**src/hdl/wbps_pkg.sv**
```systemverilog
// wbps_pkg: shared types and constants of the wildcard byte pattern scanner
// no dependencies; used by every file under hdl

package wbps_pkg;

	localparam int SIG_BYTES = 32;
	localparam int SIG_IDX_W = 5;
	localparam int LEN_W     = 6;
	localparam int POS_W     = 32;
	localparam int ADDR_W    = 6;
	localparam int DATA_W    = 64;
	localparam int CARE_W    = 32;

	localparam logic [POS_W-1:0] POS_MAX = 32'hFFFF_FFFF;

	typedef enum logic [2:0] {
		REG_PAT0 = 3'd0,
		REG_PAT1 = 3'd1,
		REG_PAT2 = 3'd2,
		REG_PAT3 = 3'd3,
		REG_CARE = 3'd4,
		REG_LEN  = 3'd5
	} reg_idx_t;

	typedef logic [SIG_BYTES-1:0][7:0] sig_t;

	typedef struct packed {
		logic [7:0] data_byte;
		logic       region_end;
	} in_word_t;

	typedef struct packed {
		logic             found;
		logic [POS_W-1:0] match_offset;
	} out_word_t;

	typedef struct packed {
		logic             shift;
		logic [LEN_W-1:0] len;
	} cell_ctl_t;

endpackage

```
**src/hdl/wbps_cell.sv**
```systemverilog
// wbps_cell: one window cell, holds a stream byte and checks it against its signature byte
// depends on wbps_pkg

module wbps_cell #(
	parameter int POS = 0
) (
	input  logic                 clk,
	input  wbps_pkg::cell_ctl_t  ctl,
	input  logic [7:0]           byte_in,
	input  wbps_pkg::sig_t       sig,
	input  logic [31:0]          care,
	output logic [7:0]           byte_out,
	output logic                 ok
);
	import wbps_pkg::*;

	logic [7:0]       byte_q;
	logic [LEN_W-1:0] k_full;
	logic [SIG_IDX_W-1:0] k;
	logic             in_use;

	always_ff @(posedge clk) begin
		if (ctl.shift) begin
			byte_q <= byte_in;
		end
	end

	// window entry POS pairs with signature byte len-1-POS
	assign k_full   = ctl.len - LEN_W'(1) - LEN_W'(POS);
	assign k        = k_full[SIG_IDX_W-1:0];
	assign in_use   = LEN_W'(POS) < ctl.len;
	assign ok       = !in_use || !care[k] || (byte_q == sig[k]);
	assign byte_out = byte_q;

endmodule

```
**config.mk**
```make
export PLATFORM = sky130hd
export DESIGN_NAME = wbps_cell
export DESIGN_NICKNAME = d
export VERILOG_FILES = /design/src/hdl/wbps_pkg.sv /design/src/hdl/wbps_cell.sv
export SDC_FILE = /design/constraint.sdc
export NUM_CORES = 1
export LEC_CHECK = 0
export BUFFER_PORTS_ARGS = -buffer_cell sky130_fd_sc_hd__buf_4
export CAP_MARGIN = 20
export CORE_AREA = 2 2 122 124
export DETAILED_ROUTE_END_ITERATION = 16
export DIE_AREA = 0 0 124 126
export PLACE_DENSITY_LB_ADDON = 0.25
export SYNTH_ARGS = -nofsm -noshare
export SYNTH_HDL_FRONTEND = slang
export SYNTH_SLANG_ARGS = --single-unit
```
**constraint.sdc**
```tcl
create_clock -name clk -period 2.7 [get_ports clk]
set_input_delay 0.135 -clock clk [delete_from_list [all_inputs] [get_ports clk]]
set_output_delay 0.135 -clock clk [all_outputs]
set_load 0.03 [all_outputs]
```
==> results.json <==
{
  "status": "finished with violations",
  "violations": "setup timing",
  "num_io_pins": 313,
  "min_path_type": "input port to flip-flop",
  "synth_edf_count": 8,
  "p_leak_nw": 3.01,
  "holdBufCountCts": 0,
  "dp_hpwl_mm": 13.6,
  "powerDensity_nw_per_um2": 274,
  "start_util_pct": 21.5,
  "grt_remaining_overflow": 0,
  "synthTopCellsByArea": "mux4_2 (18%), nand2_1 (18%), nand3_1 (10%)",
  "dieArea_um2": 15600,
  "die_h_um": 126,
  "n_antenna_cell": 0,
  "syn-cell-area_um2": 3080,
  "hold_violations": 0,
  "yosys_warnings": 0,
  "yosysTopAreaCell": "mux4_2",
  "via_count": 4546,
  "final_util_pct": 44.7,
  "clk_pin_slew_ns": 0.04,
  "synthCells": 398,
  "dieWidth_um": 124,
  "synth_ff_type": "edfxtp_1",
  "worst_setup_path_end_kind": "output pin",
  "nets": 1053,
  "via_per_inst": 4.89,
  "routedWlPerCell_um": 17.6,
  "arrival_ns": 2.63,
  "criticalPathCategory": "input port to output pin",
  "yosysTopAreaCellShare_pct": 18.3,
  "crit_required_ns": 2.57,
  "core-area_um2": 14300,
  "rows": 44,
  "synth_seq_cells": 8,
  "port_buffers": 312,
  "grt_pass1_wl_mm": 24.0,
  "max_cap_viol_count": 0,
  "cts.sinks": 8,
  "syn-num-nets": 704,
  "synth_area_per_cell_um2": 7.73,
  "critPathMaxFanout": 7,
  "maxSlewViolCount": 0,
  "drt_iter0_drc": 125,
  "routabilityCongestion": 0.816,
  "fmax_mhz": 361,
  "ys_types": 45,
  "post-route-period-util_pct": 102,
  "setup_viol": 1,
  "critPathLaunchType": "input port",
  "totalWireLength_mm": 16.3,
  "clock-root-buffer": "clkbuf_16",
  "cts_tree": "built",
  "period_needed_ns": 2.77,
  "final_common_cell": "buf_4",
  "max-slew-margin-rel_pct": 65.0,
  "postRouteAntennaNets": 0,
  "worstMarginPinSlew_ns": 0.521,
  "grt_max_degree": 25,
  "numCtsBuffers": 3,
  "antenna_found_initial": 0,
  "final_cell_mix": "buf_4 (356), nand2_1 (139), nand3_1 (57), mux4_2 (33), mux2i_1 (20)",
  "pre_cts_ws_ns": -0.314,
  "grt_util_all_layers_pct": 19.8,
  "fin_total_pwr_mw": 1.76,
  "async_flop_share_pct": 0,
  "grt_pass1_vias": 4717,
  "ir_worst_vdd_v": 0.000178,
  "worst_slack_ns": -0.0669,
  "largest_reg_flops": 8,
  "fin_setup_tns_ns": -0.0669,
  "rsz0062_at_grt": "true",
  "h-tree-depth": 1,
  "remaining_drc_errors": 0,
  "yosysSeqAreaShare_pct": 7.81,
  "cts_max_path_buffers": 2,
  "drive_gt1_share_pct": 61.5,
  "dr.pass1.iters": 4,
  "area_delta_synth_final_pct": 108
}
==> logic make-up (layout without fill, tap and decap cells) <==
family / after synthesis / count (layout) / synth area share, %
AO/OA/AOI/OAI: 44 / 44 / 10.8
XOR/XNOR: 14 / 14 / 5.08
adder cells (fa/ha/maj): 2 / 2 / 0.813
buffers and inverters: 37 / 384 / 8.58
flip-flops: 8 / 8 / 7.81
multiplexers: 55 / 55 / 32.9
AND/OR/NAND/NOR: 238 / 238 / 34.0
==> worst paths after layout <==
path | start | endpoint | slack [ns] | cells after the start
min | byte_in[0] | byte_out[0] | 0.08 | 1
max | ctl[0] | ok | -0.07 | 16
==> per-layer routing <==
metal  part of all wire, %  up-vias  routed length [µm]  track usage [%]
met5                     0        -                   0                0
met4                   2.0        0                 320             4.36
met3                   7.8       23                1270             2.94
met1                    36     2116                5900             21.0
li1                      -     2184                   -                -
met2                    54      223                8850             40.0
==> metrics by stage <==
| step | std cells | hold slack (ns) | area (µm²) |
|---|---|---|---|
| after floorplan | 398 | 0.234 | 3090 |
| after global placement | 913 | 0.314 | 5910 |
| after detailed placement | 913 | 0.315 | 5910 |
| after CTS | 930 | 0.0741 | 6300 |
| after global routing | 929 | 0.0736 | 6400 |
| final | 929 | 0.0771 | 6400 |
==> cell usage after synthesis, types with 2 or more instances <==
cell and count:
o22a_1 3, xnor2_1 7, a22oi_1 2, buf_2 4
a32oi_1 11, nor3_1 3, a41oi_1 5, a31oi_1 8
nand2_1 144, buf_6 5, mux4_1 9, xor2_1 4
nand4_1 10, buf_4 3, mux4_2 25, ha_1 2
buf_12 3, buf_1 2, clkbuf_1 16, mux2i_1 20
nor2_1 9, nand3_1 64, buf_8 2, edfxtp_1 8
a21oi_1 9
==> critical path: stages <==
cell and delay, ns:
buf_8 0.09, inv_8 0.03, ha_4 0.17, buf_6 0.13, xnor2_4 0.15, buf_6 0.14, buf_12 0.13, buf_12 0.11
nand2_1 0.06, nand3_1 0.11, nand4_1 0.20, mux2_4 0.33, a32oi_2 0.23, nand4_1 0.17, o31ai_4 0.26, buf_6 0.16
==> layout make-up <==
type                       count  area [µm²]
fill                        1416        7910
timing repair buffer         379        3070
multi-input combinational    353        2770
sequential                     8         240
tap                          184         230
clock buffer                   3        75.1
inverter                       2        22.5
==> where the power goes <==
part	switching [mW]	leakage [nW]	internal, mW
sequential	0.0141	0.0783	0.149
combinational	0.565	2.90	0.775
clock	0.0615	0.0370	0.191
==> repair_timing <==
item / CTS / global route
pin swaps: 12 / 26
gates resized for setup: 26 / 27
cloned: 3 / 0
setup endpoints to repair: 1 / 1
setup buffers: 11 / 0
Note: power is estimated with default switching activity, not from simulation.
